`config.mk`:
```
export PLATFORM = sky130hd
export DESIGN_NAME = power_stage_enable_sequencer
export DESIGN_NICKNAME = d
export VERILOG_FILES = /design/src/hw/rtl/pses_pkg.sv /design/src/hw/rtl/power_stage_enable_sequencer.sv
export SDC_FILE = /design/constraint.sdc
export NUM_CORES = 2
export LEC_CHECK = 0
export BUFFER_PORTS_ARGS = -buffer_cell sky130_fd_sc_hd__buf_2
export CORE_MARGIN = 2
export CORE_UTILIZATION = 45
export CTS_BUF_LIST = sky130_fd_sc_hd__clkbuf_8
export CTS_CLUSTER_SIZE = 25
export DETAILED_ROUTE_END_ITERATION = 12
export PLACE_DENSITY_LB_ADDON = 0.3
export SLEW_MARGIN = 20
export SYNTH_ARGS = -nofsm -noshare
export SYNTH_HDL_FRONTEND = slang
export SYNTH_SLANG_ARGS = --single-unit
```
`constraint.sdc`:
```
create_clock -name clk -period 16.57 [get_ports clk]
set_input_delay 4.1425 -clock clk [delete_from_list [all_inputs] [get_ports clk]]
set_output_delay 4.1425 -clock clk [all_outputs]
set_load 0.005 [all_outputs]
```
`src/hw/rtl/pses_pkg.sv`:
```
`timescale 1ns / 1ps
// ----------------------------------------------------------------------------
// pses_pkg
// Types and constants of the power stage enable sequencer: stream item
// layouts, register indexes and ASCII codes.
// ----------------------------------------------------------------------------
package pses_pkg;

    localparam logic [7:0] ASCII_ZERO = 8'h30;
    localparam logic [7:0] ASCII_ONE  = 8'h31;

    typedef enum logic [2:0] {
        REG_MAX_SETPOINT     = 3'd0,
        REG_DC_OK_DELAY      = 3'd1,
        REG_PFC_DELAY        = 3'd2,
        REG_INRUSH_DELAY     = 3'd3,
        REG_FAN_OFF_DELAY    = 3'd4,
        REG_TACHO_WINDOW     = 3'd5,
        REG_TACHO_MIN_PULSES = 3'd6
    } reg_index_t;

    // input item, first field in the lowest bits (112 bits)
    typedef struct packed {
        logic [3:0]  pad;
        logic [11:0] iout_sample;
        logic [11:0] vout_sample;
        logic [3:0]  tacho2_pulses;
        logic [3:0]  tacho1_pulses;
        logic        transformer_hot;
        logic        heatsink_hot;
        logic        comm_error;
        logic        dc_ok_level;
        logic [7:0]  enable_char;
        logic [31:0] voltage_text;
        logic [31:0] current_text;
    } in_item_t;

    // result item, first field in the lowest bits (64 bits)
    typedef struct packed {
        logic [6:0]  pad;
        logic        fan2_fault;
        logic        fan1_fault;
        logic [23:0] power_out;
        logic        dc_good;
        logic        dc_error_led;
        logic        stage_led_on;
        logic        stage_on;
        logic        inrush_on;
        logic        pfc_on;
        logic        fan_on;
        logic [11:0] current_dac;
        logic [11:0] voltage_dac;
    } out_item_t;

endpackage

```
`src/hw/rtl/power_stage_enable_sequencer.sv`:
```
`timescale 1ns / 1ps
// ----------------------------------------------------------------------------
// power_stage_enable_sequencer
// Per control tick: setpoint text decode and clamp, DC-OK debounce, fan /
// PFC / inrush / main stage enable sequencing, fan-off delay, tacho fault
// windows and output power.
// ----------------------------------------------------------------------------
//  channel    | direction | transaction
//  s_axis     | in        | one control tick (112-bit tdata)
//  m_axis     | out       | one result per tick (64-bit tdata)
//  apb        | in        | register write / read, 7 registers at 4*i
//
//  one tick per cycle while m_axis does not stall; an accepted tick's result
//  reaches m_axis through the input register, then the result register
//  the whole tick update sits between the input and result registers
//  s_axis_tready drops only when both registers hold and m_axis stalls
//  rst_n clears state, pins and registers to their defaults
// ----------------------------------------------------------------------------
module power_stage_enable_sequencer #(
    parameter int DAC_BITS = 12
) (
    input  logic         clk,
    input  logic         rst_n,
    input  logic         s_axis_tvalid,
    output logic         s_axis_tready,
    // current_text, voltage_text, enable_char, dc_ok_level, comm_error,
    // heatsink_hot, transformer_hot, tacho1_pulses, tacho2_pulses,
    // vout_sample, iout_sample, zero pad
    input  logic [111:0] s_axis_tdata,
    output logic         m_axis_tvalid,
    input  logic         m_axis_tready,
    // voltage_dac, current_dac, fan_on, pfc_on, inrush_on, stage_on,
    // stage_led_on, dc_error_led, dc_good, power_out, fan1_fault,
    // fan2_fault, zero pad
    output logic [63:0]  m_axis_tdata,
    input  logic         psel,
    input  logic         penable,
    input  logic         pwrite,
    input  logic [4:0]   paddr,
    input  logic [31:0]  pwdata,
    output logic [31:0]  prdata,
    output logic         pready
);

    localparam int DAC_MAX = (1 << DAC_BITS) - 1;

    // configuration
    logic [11:0] max_setpoint_reg;
    logic [15:0] dc_ok_delay_reg;
    logic [15:0] pfc_delay_reg;
    logic [15:0] inrush_delay_reg;
    logic [15:0] fan_off_delay_reg;
    logic [15:0] tacho_window_reg;
    logic [15:0] tacho_min_pulses_reg;

    // pipeline
    pses_pkg::in_item_t  in_reg;
    logic                in_valid_reg;
    pses_pkg::out_item_t out_reg;
    pses_pkg::out_item_t out_next;
    logic                out_valid_reg;
    logic                advance;
    logic                step;

    // sequencer state
    logic [15:0] dc_good_count_reg, dc_good_count_next;
    logic        dc_good_flag_reg, dc_good_flag_next;
    logic [15:0] pfc_count_reg, pfc_count_next;
    logic        pfc_flag_reg, pfc_flag_next;
    logic [15:0] inrush_count_reg, inrush_count_next;
    logic        inrush_flag_reg, inrush_flag_next;
    logic [16:0] fan_off_count_reg, fan_off_count_next;
    logic        heatsink_flag_reg;
    logic        transformer_flag_reg;
    logic [16:0] tacho_window_count_reg [2];
    logic [16:0] tacho_window_count_next [2];
    logic [15:0] tacho_pulse_count_reg [2];
    logic [15:0] tacho_pulse_count_next [2];
    logic        fan_fault_reg [2];
    logic        fan_fault_next [2];

    // pin levels
    logic fan_pin_reg, fan_pin_next;
    logic pfc_pin_reg, pfc_pin_next;
    logic inrush_pin_reg, inrush_pin_next;
    logic stage_pin_reg, stage_pin_next;
    logic led_pin_reg, led_pin_next;
    logic dcerr_pin_reg, dcerr_pin_next;

    // tick datapath
    logic [11:0] lim;
    logic [11:0] cur_sp;
    logic [11:0] volt_sp;
    logic        en_one;
    logic        en_any;
    logic        run;
    logic        zero_sp;
    logic [16:0] dc_count_inc;
    logic [3:0]  tacho_in [2];
    logic [16:0] tacho_sum [2];
    logic [15:0] tacho_sat [2];
    logic [16:0] tacho_win_inc [2];
    logic        apb_write;

    function automatic logic [11:0] decode_text(
        input logic [31:0] text,
        input logic [11:0] limit
    );
        logic signed [9:0]  d3;
        logic signed [9:0]  d2;
        logic signed [9:0]  d1;
        logic signed [9:0]  d0;
        logic signed [19:0] acc;
        logic [11:0]        res;
        d3 = $signed({2'b00, text[31:24]}) - $signed({2'b00, pses_pkg::ASCII_ZERO});
        d2 = $signed({2'b00, text[23:16]}) - $signed({2'b00, pses_pkg::ASCII_ZERO});
        d1 = $signed({2'b00, text[15:8]})  - $signed({2'b00, pses_pkg::ASCII_ZERO});
        d0 = $signed({2'b00, text[7:0]})   - $signed({2'b00, pses_pkg::ASCII_ZERO});
        acc = (20'(d3) * 20'sd1000) + (20'(d2) * 20'sd100)
            + (20'(d1) * 20'sd10) + 20'(d0);
        if (acc < 20'sd0)
        begin
            res = '0;
        end
        else if (acc > $signed({8'd0, limit}))
        begin
            res = limit;
        end
        else
        begin
            res = acc[11:0];
        end
        return res;
    endfunction

    // ------------------------------------------------------------------
    // handshake
    // ------------------------------------------------------------------
    assign advance       = !out_valid_reg || m_axis_tready;
    assign step          = in_valid_reg && advance;
    assign s_axis_tready = !in_valid_reg || advance;
    assign m_axis_tvalid = out_valid_reg;
    assign m_axis_tdata  = out_reg;

    // ------------------------------------------------------------------
    // register port
    // ------------------------------------------------------------------
    assign pready    = 1'b1;
    assign apb_write = psel && penable && pwrite && pready;

    always_comb
    begin
        case (pses_pkg::reg_index_t'(paddr[4:2]))
            pses_pkg::REG_MAX_SETPOINT:     prdata = {20'd0, max_setpoint_reg};
            pses_pkg::REG_DC_OK_DELAY:      prdata = {16'd0, dc_ok_delay_reg};
            pses_pkg::REG_PFC_DELAY:        prdata = {16'd0, pfc_delay_reg};
            pses_pkg::REG_INRUSH_DELAY:     prdata = {16'd0, inrush_delay_reg};
            pses_pkg::REG_FAN_OFF_DELAY:    prdata = {16'd0, fan_off_delay_reg};
            pses_pkg::REG_TACHO_WINDOW:     prdata = {16'd0, tacho_window_reg};
            pses_pkg::REG_TACHO_MIN_PULSES: prdata = {16'd0, tacho_min_pulses_reg};
            default:                        prdata = '0;
        endcase
    end

    always_ff @(posedge clk or negedge rst_n)
    begin
        if (!rst_n)
        begin
            max_setpoint_reg     <= 12'd4095;
            dc_ok_delay_reg      <= 16'd100;
            pfc_delay_reg        <= 16'd100;
            inrush_delay_reg     <= 16'd100;
            fan_off_delay_reg    <= 16'd1000;
            tacho_window_reg     <= 16'd1000;
            tacho_min_pulses_reg <= 16'd50;
        end
        else if (apb_write)
        begin
            case (pses_pkg::reg_index_t'(paddr[4:2]))
                pses_pkg::REG_MAX_SETPOINT:     max_setpoint_reg     <= pwdata[11:0];
                pses_pkg::REG_DC_OK_DELAY:      dc_ok_delay_reg      <= pwdata[15:0];
                pses_pkg::REG_PFC_DELAY:        pfc_delay_reg        <= pwdata[15:0];
                pses_pkg::REG_INRUSH_DELAY:     inrush_delay_reg     <= pwdata[15:0];
                pses_pkg::REG_FAN_OFF_DELAY:    fan_off_delay_reg    <= pwdata[15:0];
                pses_pkg::REG_TACHO_WINDOW:     tacho_window_reg     <= pwdata[15:0];
                pses_pkg::REG_TACHO_MIN_PULSES: tacho_min_pulses_reg <= pwdata[15:0];
                default:
                begin
                end
            endcase
        end
    end

    // ------------------------------------------------------------------
    // tick update
    // ------------------------------------------------------------------
    // setpoint clamp is the lower of the register and the DAC full scale
    assign lim = ({20'd0, max_setpoint_reg} < 32'(DAC_MAX)) ? max_setpoint_reg
                                                             : 12'(DAC_MAX);
    assign cur_sp  = decode_text(in_reg.current_text, lim);
    assign volt_sp = decode_text(in_reg.voltage_text, lim);
    assign en_one  = (in_reg.enable_char == pses_pkg::ASCII_ONE);
    assign en_any  = (in_reg.enable_char != pses_pkg::ASCII_ZERO);
    assign run     = !in_reg.comm_error && en_one && !transformer_flag_reg
                     && !heatsink_flag_reg;
    assign dc_count_inc = {1'b0, dc_good_count_reg} + 17'd1;

    always_comb
    begin
        dc_good_count_next = dc_good_count_reg;
        dc_good_flag_next  = dc_good_flag_reg;
        pfc_count_next     = pfc_count_reg;
        pfc_flag_next      = pfc_flag_reg;
        inrush_count_next  = inrush_count_reg;
        inrush_flag_next   = inrush_flag_reg;
        fan_off_count_next = fan_off_count_reg;
        fan_pin_next       = fan_pin_reg;
        pfc_pin_next       = pfc_pin_reg;
        inrush_pin_next    = inrush_pin_reg;
        stage_pin_next     = stage_pin_reg;
        led_pin_next       = led_pin_reg;
        dcerr_pin_next     = dcerr_pin_reg;
        zero_sp            = 1'b0;

        // dc-ok debounce, pin level low means good
        if (!in_reg.dc_ok_level)
        begin
            if (dc_count_inc >= {1'b0, dc_ok_delay_reg})
            begin
                dc_good_flag_next  = 1'b1;
                dc_good_count_next = dc_ok_delay_reg;
                dcerr_pin_next     = 1'b0;
            end
            else
            begin
                dc_good_count_next = dc_count_inc[15:0];
            end
        end
        else
        begin
            dc_good_count_next = '0;
            dc_good_flag_next  = 1'b0;
            zero_sp            = 1'b1;
            dcerr_pin_next     = 1'b1;
        end

        if (run)
        begin
            fan_pin_next = 1'b1;
            if (pfc_count_reg < pfc_delay_reg)
            begin
                pfc_count_next = pfc_count_reg + 16'd1;
            end
            else
            begin
                pfc_flag_next  = 1'b1;
                pfc_count_next = pfc_delay_reg;
                pfc_pin_next   = 1'b1;
            end
            fan_off_count_next = '0;
            if (!fan_fault_reg[0] && !fan_fault_reg[1] && dc_good_flag_next
                && pfc_flag_next)
            begin
                if (inrush_count_reg < inrush_delay_reg)
                begin
                    inrush_count_next = inrush_count_reg + 16'd1;
                end
                else
                begin
                    inrush_count_next = inrush_delay_reg;
                    inrush_pin_next   = 1'b1;
                    inrush_flag_next  = 1'b1;
                end
                // with a zero setpoint stage and led keep their level
                if (inrush_flag_next && !zero_sp && (cur_sp != '0) && (volt_sp != '0))
                begin
                    stage_pin_next = 1'b1;
                    led_pin_next   = 1'b1;
                end
                else
                begin
                    zero_sp = 1'b1;
                end
            end
            else
            begin
                if (dc_good_count_next >= dc_ok_delay_reg)
                begin
                    pfc_pin_next = 1'b0;
                end
                inrush_pin_next = 1'b0;
                stage_pin_next  = 1'b0;
                led_pin_next    = 1'b0;
                zero_sp         = 1'b1;
            end
        end
        else
        begin
            pfc_pin_next      = 1'b0;
            inrush_pin_next   = 1'b0;
            stage_pin_next    = 1'b0;
            led_pin_next      = 1'b0;
            inrush_count_next = '0;
            inrush_flag_next  = 1'b0;
            pfc_count_next    = '0;
            pfc_flag_next     = 1'b0;
            if (fan_off_count_reg > {1'b0, fan_off_delay_reg})
            begin
                fan_pin_next       = 1'b0;
                fan_off_count_next = '0;
            end
            else
            begin
                fan_off_count_next = fan_off_count_reg + 17'd1;
            end
            zero_sp = 1'b1;
        end
    end

    // tacho monitors, one lane per fan
    assign tacho_in[0] = in_reg.tacho1_pulses;
    assign tacho_in[1] = in_reg.tacho2_pulses;

    always_comb
    begin
        for (int i = 0; i < 2; i++)
        begin
            tacho_sum[i]     = {1'b0, tacho_pulse_count_reg[i]} + {13'd0, tacho_in[i]};
            tacho_sat[i]     = tacho_sum[i][16] ? 16'hFFFF : tacho_sum[i][15:0];
            tacho_win_inc[i] = tacho_window_count_reg[i] + 17'd1;
            tacho_pulse_count_next[i]  = tacho_sat[i];
            tacho_window_count_next[i] = tacho_win_inc[i];
            fan_fault_next[i]          = fan_fault_reg[i];
            if (tacho_win_inc[i] > {1'b0, tacho_window_reg})
            begin
                tacho_window_count_next[i] = '0;
                if (tacho_sat[i] < tacho_min_pulses_reg)
                begin
                    // a slow fan only counts as faulty while enabled
                    if (en_any)
                    begin
                        fan_fault_next[i]         = 1'b1;
                        tacho_pulse_count_next[i] = '0;
                    end
                end
                else
                begin
                    fan_fault_next[i]         = 1'b0;
                    tacho_pulse_count_next[i] = '0;
                end
            end
        end
    end

    always_comb
    begin
        out_next              = '0;
        out_next.voltage_dac  = zero_sp ? 12'd0 : volt_sp;
        out_next.current_dac  = zero_sp ? 12'd0 : cur_sp;
        out_next.fan_on       = fan_pin_next;
        out_next.pfc_on       = pfc_pin_next;
        out_next.inrush_on    = inrush_pin_next;
        out_next.stage_on     = stage_pin_next;
        out_next.stage_led_on = led_pin_next;
        out_next.dc_error_led = dcerr_pin_next;
        out_next.dc_good      = dc_good_flag_next;
        out_next.power_out    = 24'(in_reg.vout_sample) * 24'(in_reg.iout_sample);
        out_next.fan1_fault   = fan_fault_next[0];
        out_next.fan2_fault   = fan_fault_next[1];
    end

    // ------------------------------------------------------------------
    // registers
    // ------------------------------------------------------------------
    always_ff @(posedge clk or negedge rst_n)
    begin
        if (!rst_n)
        begin
            in_valid_reg  <= 1'b0;
            out_valid_reg <= 1'b0;
        end
        else
        begin
            if (s_axis_tready)
            begin
                in_valid_reg <= s_axis_tvalid;
            end
            if (advance)
            begin
                out_valid_reg <= in_valid_reg;
            end
        end
    end

    always_ff @(posedge clk)
    begin
        if (s_axis_tvalid && s_axis_tready)
        begin
            in_reg <= pses_pkg::in_item_t'(s_axis_tdata);
        end
        if (step)
        begin
            out_reg <= out_next;
        end
    end

    always_ff @(posedge clk or negedge rst_n)
    begin
        if (!rst_n)
        begin
            dc_good_count_reg    <= '0;
            dc_good_flag_reg     <= 1'b0;
            pfc_count_reg        <= '0;
            pfc_flag_reg         <= 1'b0;
            inrush_count_reg     <= '0;
            inrush_flag_reg      <= 1'b0;
            fan_off_count_reg    <= '0;
            heatsink_flag_reg    <= 1'b0;
            transformer_flag_reg <= 1'b0;
            fan_pin_reg          <= 1'b0;
            pfc_pin_reg          <= 1'b0;
            inrush_pin_reg       <= 1'b0;
            stage_pin_reg        <= 1'b0;
            led_pin_reg          <= 1'b0;
            dcerr_pin_reg        <= 1'b0;
            for (int i = 0; i < 2; i++)
            begin
                tacho_window_count_reg[i] <= '0;
                tacho_pulse_count_reg[i]  <= '0;
                fan_fault_reg[i]          <= 1'b0;
            end
        end
        else if (step)
        begin
            dc_good_count_reg    <= dc_good_count_next;
            dc_good_flag_reg     <= dc_good_flag_next;
            pfc_count_reg        <= pfc_count_next;
            pfc_flag_reg         <= pfc_flag_next;
            inrush_count_reg     <= inrush_count_next;
            inrush_flag_reg      <= inrush_flag_next;
            fan_off_count_reg    <= fan_off_count_next;
            heatsink_flag_reg    <= in_reg.heatsink_hot;
            transformer_flag_reg <= in_reg.transformer_hot;
            fan_pin_reg          <= fan_pin_next;
            pfc_pin_reg          <= pfc_pin_next;
            inrush_pin_reg       <= inrush_pin_next;
            stage_pin_reg        <= stage_pin_next;
            led_pin_reg          <= led_pin_next;
            dcerr_pin_reg        <= dcerr_pin_next;
            for (int i = 0; i < 2; i++)
            begin
                tacho_window_count_reg[i] <= tacho_window_count_next[i];
                tacho_pulse_count_reg[i]  <= tacho_pulse_count_next[i];
                fan_fault_reg[i]          <= fan_fault_next[i];
            end
        end
    end

endmodule

```
== After elaboration in Yosys (flattened, before gate mapping) ==
Cells that the tools add are included.

* Output and inout port bits: 99
* Bits in registers: 419
* Bits of input ports: 156
* Word-level logic and storage cells: 201

* Muxes and demuxes: 62
* Equal/unequal tests: 9
* Reductions and logical operators: 34
* Order comparisons: 14
* Add/sub/neg operators: 22
* Multipliers: 7

{| class="wikitable"
|+ Operators with widths
! cell !! number
|-
| 16-bit 2-to-1 mux || 15
|-
| 16-bit case mux with 7 select lines || 1
|-
| 8-bit by 6-bit subtractor with 9-bit output, second input constant || 8
|-
| 17-bit 2-to-1 mux || 4
|-
| 16-bit < comparator || 4
|-
| 12-bit 2-to-1 mux || 5
|-
| 17-bit by 1-bit adder with 17-bit output, second input constant || 3
|-
| 17-bit by 16-bit greater-than comparator with 1-bit output || 3
|-
| 20-bit by 14-bit adder with 20-bit output || 2
|-
| 20-bit by 17-bit adder with 20-bit output || 2
|-
| 20-bit by 9-bit adder with 20-bit output || 2
|-
| 20-bit by 13-bit greater-than comparator with 1-bit output || 2
|-
| 20-bit by 1-bit < comparator with 1-bit output, second input constant || 2
|-
| 1-bit 2-to-1 mux || 37
|-
| 16-bit by 4-bit adder with 17-bit output || 2
|-
| 9-bit by 8-bit multiplier with 17-bit output, second input constant || 2
|-
| 16-bit by 1-bit adder with 16-bit output, second input constant || 2
|-
| 9-bit by 6-bit multiplier with 15-bit output, second input constant || 2
|-
| 9-bit by 4-bit multiplier with 13-bit output, second input constant || 2
|-
| 12-bit by 12-bit multiplier with 24-bit output || 1
|-
| 12-bit nonzero test || 2
|-
| 16-bit by 1-bit adder with 17-bit output, second input constant || 1
|-
| 17-bit by 16-bit greater-or-equal comparator with 1-bit output || 1
|-
| 16-bit greater-or-equal comparator || 1
|-
| 12 further kinds || 42
|}

== Depth between registers and ports, before layout ==
* Depth in word-level cells: 14
* Depth in mapped cells: 35
* Mapped depth without buffers: 33

== Least setup slack after synthesis ==
OpenSTA, ideal clock, no wires.

* Kind: input to output
* From: input port paddr[2]
* To: output port prdata[9]
* Buffers on the path: 2
* Arrival: 5652 ps
* Cell stages on the path: 4
* Data required time: 12427 ps
* Setup slack: 6776 ps
* Path through: buf_1 clkbuf_1 mux4_2 o21a_1

* Cells in the longest elaborated chain, start to end: 2
* Elaborated cells on any way between the ends: 8
* Those cells by class: eq/ne: 6; mux: 1; reduce/logical: 1

{| class="wikitable"
|+ Ends and longest elaborated chain
! element !! RTL line !! source
|-
| from (decl) || power_stage_enable_sequencer.sv:39 || <nowiki>input logic [4:0] paddr,</nowiki>
|-
| 3-bit == test (tied with other cells) || power_stage_enable_sequencer.sv:153 || <nowiki>case (pses_pkg::reg_index_t'(paddr[4:2]))</nowiki>
|-
| 16-bit case mux with 7 select lines (*) || power_stage_enable_sequencer.sv:153 ||
|-
| to (decl) || power_stage_enable_sequencer.sv:41 || <nowiki>output logic [31:0] prdata,</nowiki>
|}

Every way passes the cells marked *; elsewhere a longest branch is shown, timed or not.

== Worst setup path after layout ==
* From: input port paddr[2]
* To: output port prdata[8]

Same word-level chain as after synthesis.

==> results.md <==
- Synth Instances: 3,815
- YS warnings: 0
- Vias in the first global route: 28,000
- Chip Height: 289 um
- Cell Rows: approximately 100
- Status: finished clean
- Drt total wl: between 90,000 and 100,000 um
- RSZ-0062 raised after global routing: no
- Final setup viols: 0
- Fin nets: 4,858
- Crit start category: input pin
- Unique cell type count in the Yosys netlist: 81
- WP data arrival: between 6 and 7 ns
- CTS buffer count: 81
- Dpl hpwl: 70,200 um
- Slew Limit Headroom: 23.7%
- Worst-margin pin slew: 1.14 ns
- Number of synthesized register bits: roughly 420
- Routability cong.: 0.906
- Clk buf depth: 3
- DR vias: 27,800
- Hold WC Path Type: reg2reg
- Fin. Hold Viols: 0
- Layout Skew: 0.0354 ns
- DRT iter0 DRCs: 1,712
- Placed Area: 38,700 um2
- Post-CTS Setup Inserts: 0
- Mapped cell area: between 30,000 and 40,000 um2
- CTS tree: built
- Clock transition at the registers of the reported paths: ~0.060 ns
- Synthesized area per cell: 9.60 um2
- Sink Count: 419
- Worst Path Required: 12.43 ns
- Post-synth EDFFs: 165
- Crit-path max FO: 40
- ANT nets after route: 0
- Max Cap Viol: 0
- Hold Buf Count CTS: 0
- Asr flop ratio synth: 60.6%
- Final TNS setup: 0 ns
- Register area share after synthesis: 31.0%
- Die area: 83,700 um2
- Slew Limit Fails: 0
- Gr usage total: a little under a quarter
- Minimum clock period: around 10 ns
- WS Path Type: in2out
- Most common flop cell mapped by yosys: dfrtp_1
- First-pass GRT wire length: 149,000 um
- Core area: 80,500 um2
- CP Capture Type: output pin
- Initial antenna violation count: 4
- Drt via density: about 5.4
- Design area: between 40,000 and 50,000 um2
- Worst-skew pair later-pin latency: about 0.7 ns
- # fillers: roughly 7,400
- GR Overflow Total: 0
- Largest register FFs: 108
- CTS Root Cell: clkbuf_8
- I/O pin cnt: 255
- DRC Markers: 0
- Drt first pass iters: 7
- Post-CTS Resized: 0
- Layout cells sized above 1: 11.3%
- Area growth syn-to-layout: 10.7%
- Final period util: 62.5%
- Drt wl/cell: 18.0 um
- Width of the die: between 200 and 300 um
- IO buf count: around 210
- H-Tree Depth: 3
- Largest net degree at the start of global routing: 117
- Fmax: 96.6 MHz
- Initial cell density of the core: a little under half
==> per-layer routing <==
metal / up-vias / routed length, um / GRT usage, %
met5: - / 7 / 0
met4: 2 / 2810 / 7.24
met3: 154 / 5040 / 3.42
met2: 682 / 42700 / 36.5
met1: 13500 / 41800 / 31.0
li1: 13400 / - / -
==> stage by stage <==
stage	cells	worst slack (ns)	util, %	hold slack [ns]
detailed placement	4993	6.29	48.0	0.427
CTS	5144	6.29	50.3	0.465
global route	5147	6.10	50.3	0.485
global placement	4993	6.36	48.0	0.417
floorplan	3839	6.78	-	0.415
finish	5147	6.22	50.3	0.465
==> logic make-up (layout without fill, tap and decap cells) <==
logic type,after synthesis,after routing,synth area share (%)
other cells,2,29,0.0205
fa+ha+maj,686,686,28.3
compound gates,780,780,13.2
mux,95,95,2.95
xor+xnor,181,181,4.43
simple gates,1001,1001,13.1
buf+inv,651,896,6.97
flops,419,419,31.0
==> cells in the final DEF, fill, tap and decap left out, types with 30 or more instances in the layout <==
cell type / synthesis / layout
nor3_1: 44 / 41
clkbuf_8: 0 / 97
and3_1: 53 / 53
nand2_1: 394 / 393
buf_2: 1 / 207
mux2i_1: 63 / 63
nor2_1: 187 / 187
nand3_1: 54 / 54
nand4_1: 37 / 37
xnor2_1: 106 / 106
xor2_1: 72 / 72
dfrtp_1: 218 / 218
a22o_1: 44 / 44
nand2b_1: 47 / 47
edfxtp_1: 165 / 165
o21ai_0: 284 / 284
inv_1: 511 / 532
o21a_1: 40 / 40
ha_1: 448 / 448
nor2b_1: 42 / 42
a21o_1: 53 / 53
fa_1: 238 / 238
a31oi_1: 30 / 30
and2_1: 59 / 58
a21oi_1: 169 / 169
dfstp_2: 36 / 36
==> final cells by class <==
cell class                      instances  area (um2)  share of cell area (%)
Antenna cell                            3        7.51                  0.0185
Sequential cell                       419       11400                    28.0
Clock inverter                         54         483                    1.19
Inverter                              511        1920                    4.74
Clock buffer                           97        1340                    3.30
Tap cell                             1060        1330                    3.27
Multi-Input combinational cell       2769       22800                    56.4
Timing Repair Buffer                  234        1250                    3.08
==> cells in the mapped netlist (all sizes together), types with 10 or more instances <==
| master | count | share of area (%) |
|---|---|---|
| or3 | 23 | 0.39 |
| xor2 | 72 | 1.7 |
| a22o | 44 | 1.1 |
| edfxtp | 165 | 14 |
| o31ai | 28 | 0.59 |
| dfrtp | 218 | 15 |
| nor2b | 42 | 0.72 |
| nor2 | 187 | 1.9 |
| ha | 448 | 15 |
| o21bai | 12 | 0.25 |
| nand2 | 394 | 4.0 |
| o21ai | 289 | 4.0 |
| xnor2 | 107 | 2.6 |
| nor3b | 15 | 0.31 |
| nand4 | 39 | 0.75 |
| inv | 511 | 5.2 |
| a211oi | 27 | 0.55 |
| nand2b | 47 | 0.80 |
| a21oi | 169 | 2.3 |
| o21a | 40 | 0.82 |
| nor3 | 44 | 0.60 |
| or4 | 10 | 0.21 |
| a21o | 53 | 1.1 |
| a22oi | 13 | 0.27 |
| nand3 | 54 | 0.74 |
| fa | 238 | 13 |
| and2 | 59 | 1.0 |
| a31oi | 30 | 0.51 |
| and3 | 53 | 0.91 |
| clkbuf | 104 | 1.1 |
| mux2i | 63 | 1.7 |
| mux2 | 24 | 0.74 |
| nor4 | 13 | 0.24 |
| buf | 36 | 0.66 |
| dfstp | 36 | 2.6 |
==> path summary, 6_finish.rpt <==
path                            start                         to  slack (ns)  cells after the start
min                        in_reg[74]          heatsink_flag_reg        0.46                      2
min in group asynchronous       rst_n  tacho_pulse_count_reg[20]        3.54                      1
max in group asynchronous       rst_n           pfc_delay_reg[4]       11.47                      2
min reg2reg                in_reg[74]          heatsink_flag_reg        0.46                      2
max                          paddr[2]                  prdata[8]        6.22                      6
max reg2reg                in_reg[61]            m_axis_tdata[3]        7.55                     29
==> critical path, cell delays in order <==
cell and delay (ns):
buf_2 0.08, buf_4 0.43, nor2b_1 0.74, a21oi_1 0.19, a21oi_1 0.41, buf_2 0.20
Power is left out: the tool's default activity adds up to more than one toggle a clock period on the data nets, which glitch-free logic cannot reach.
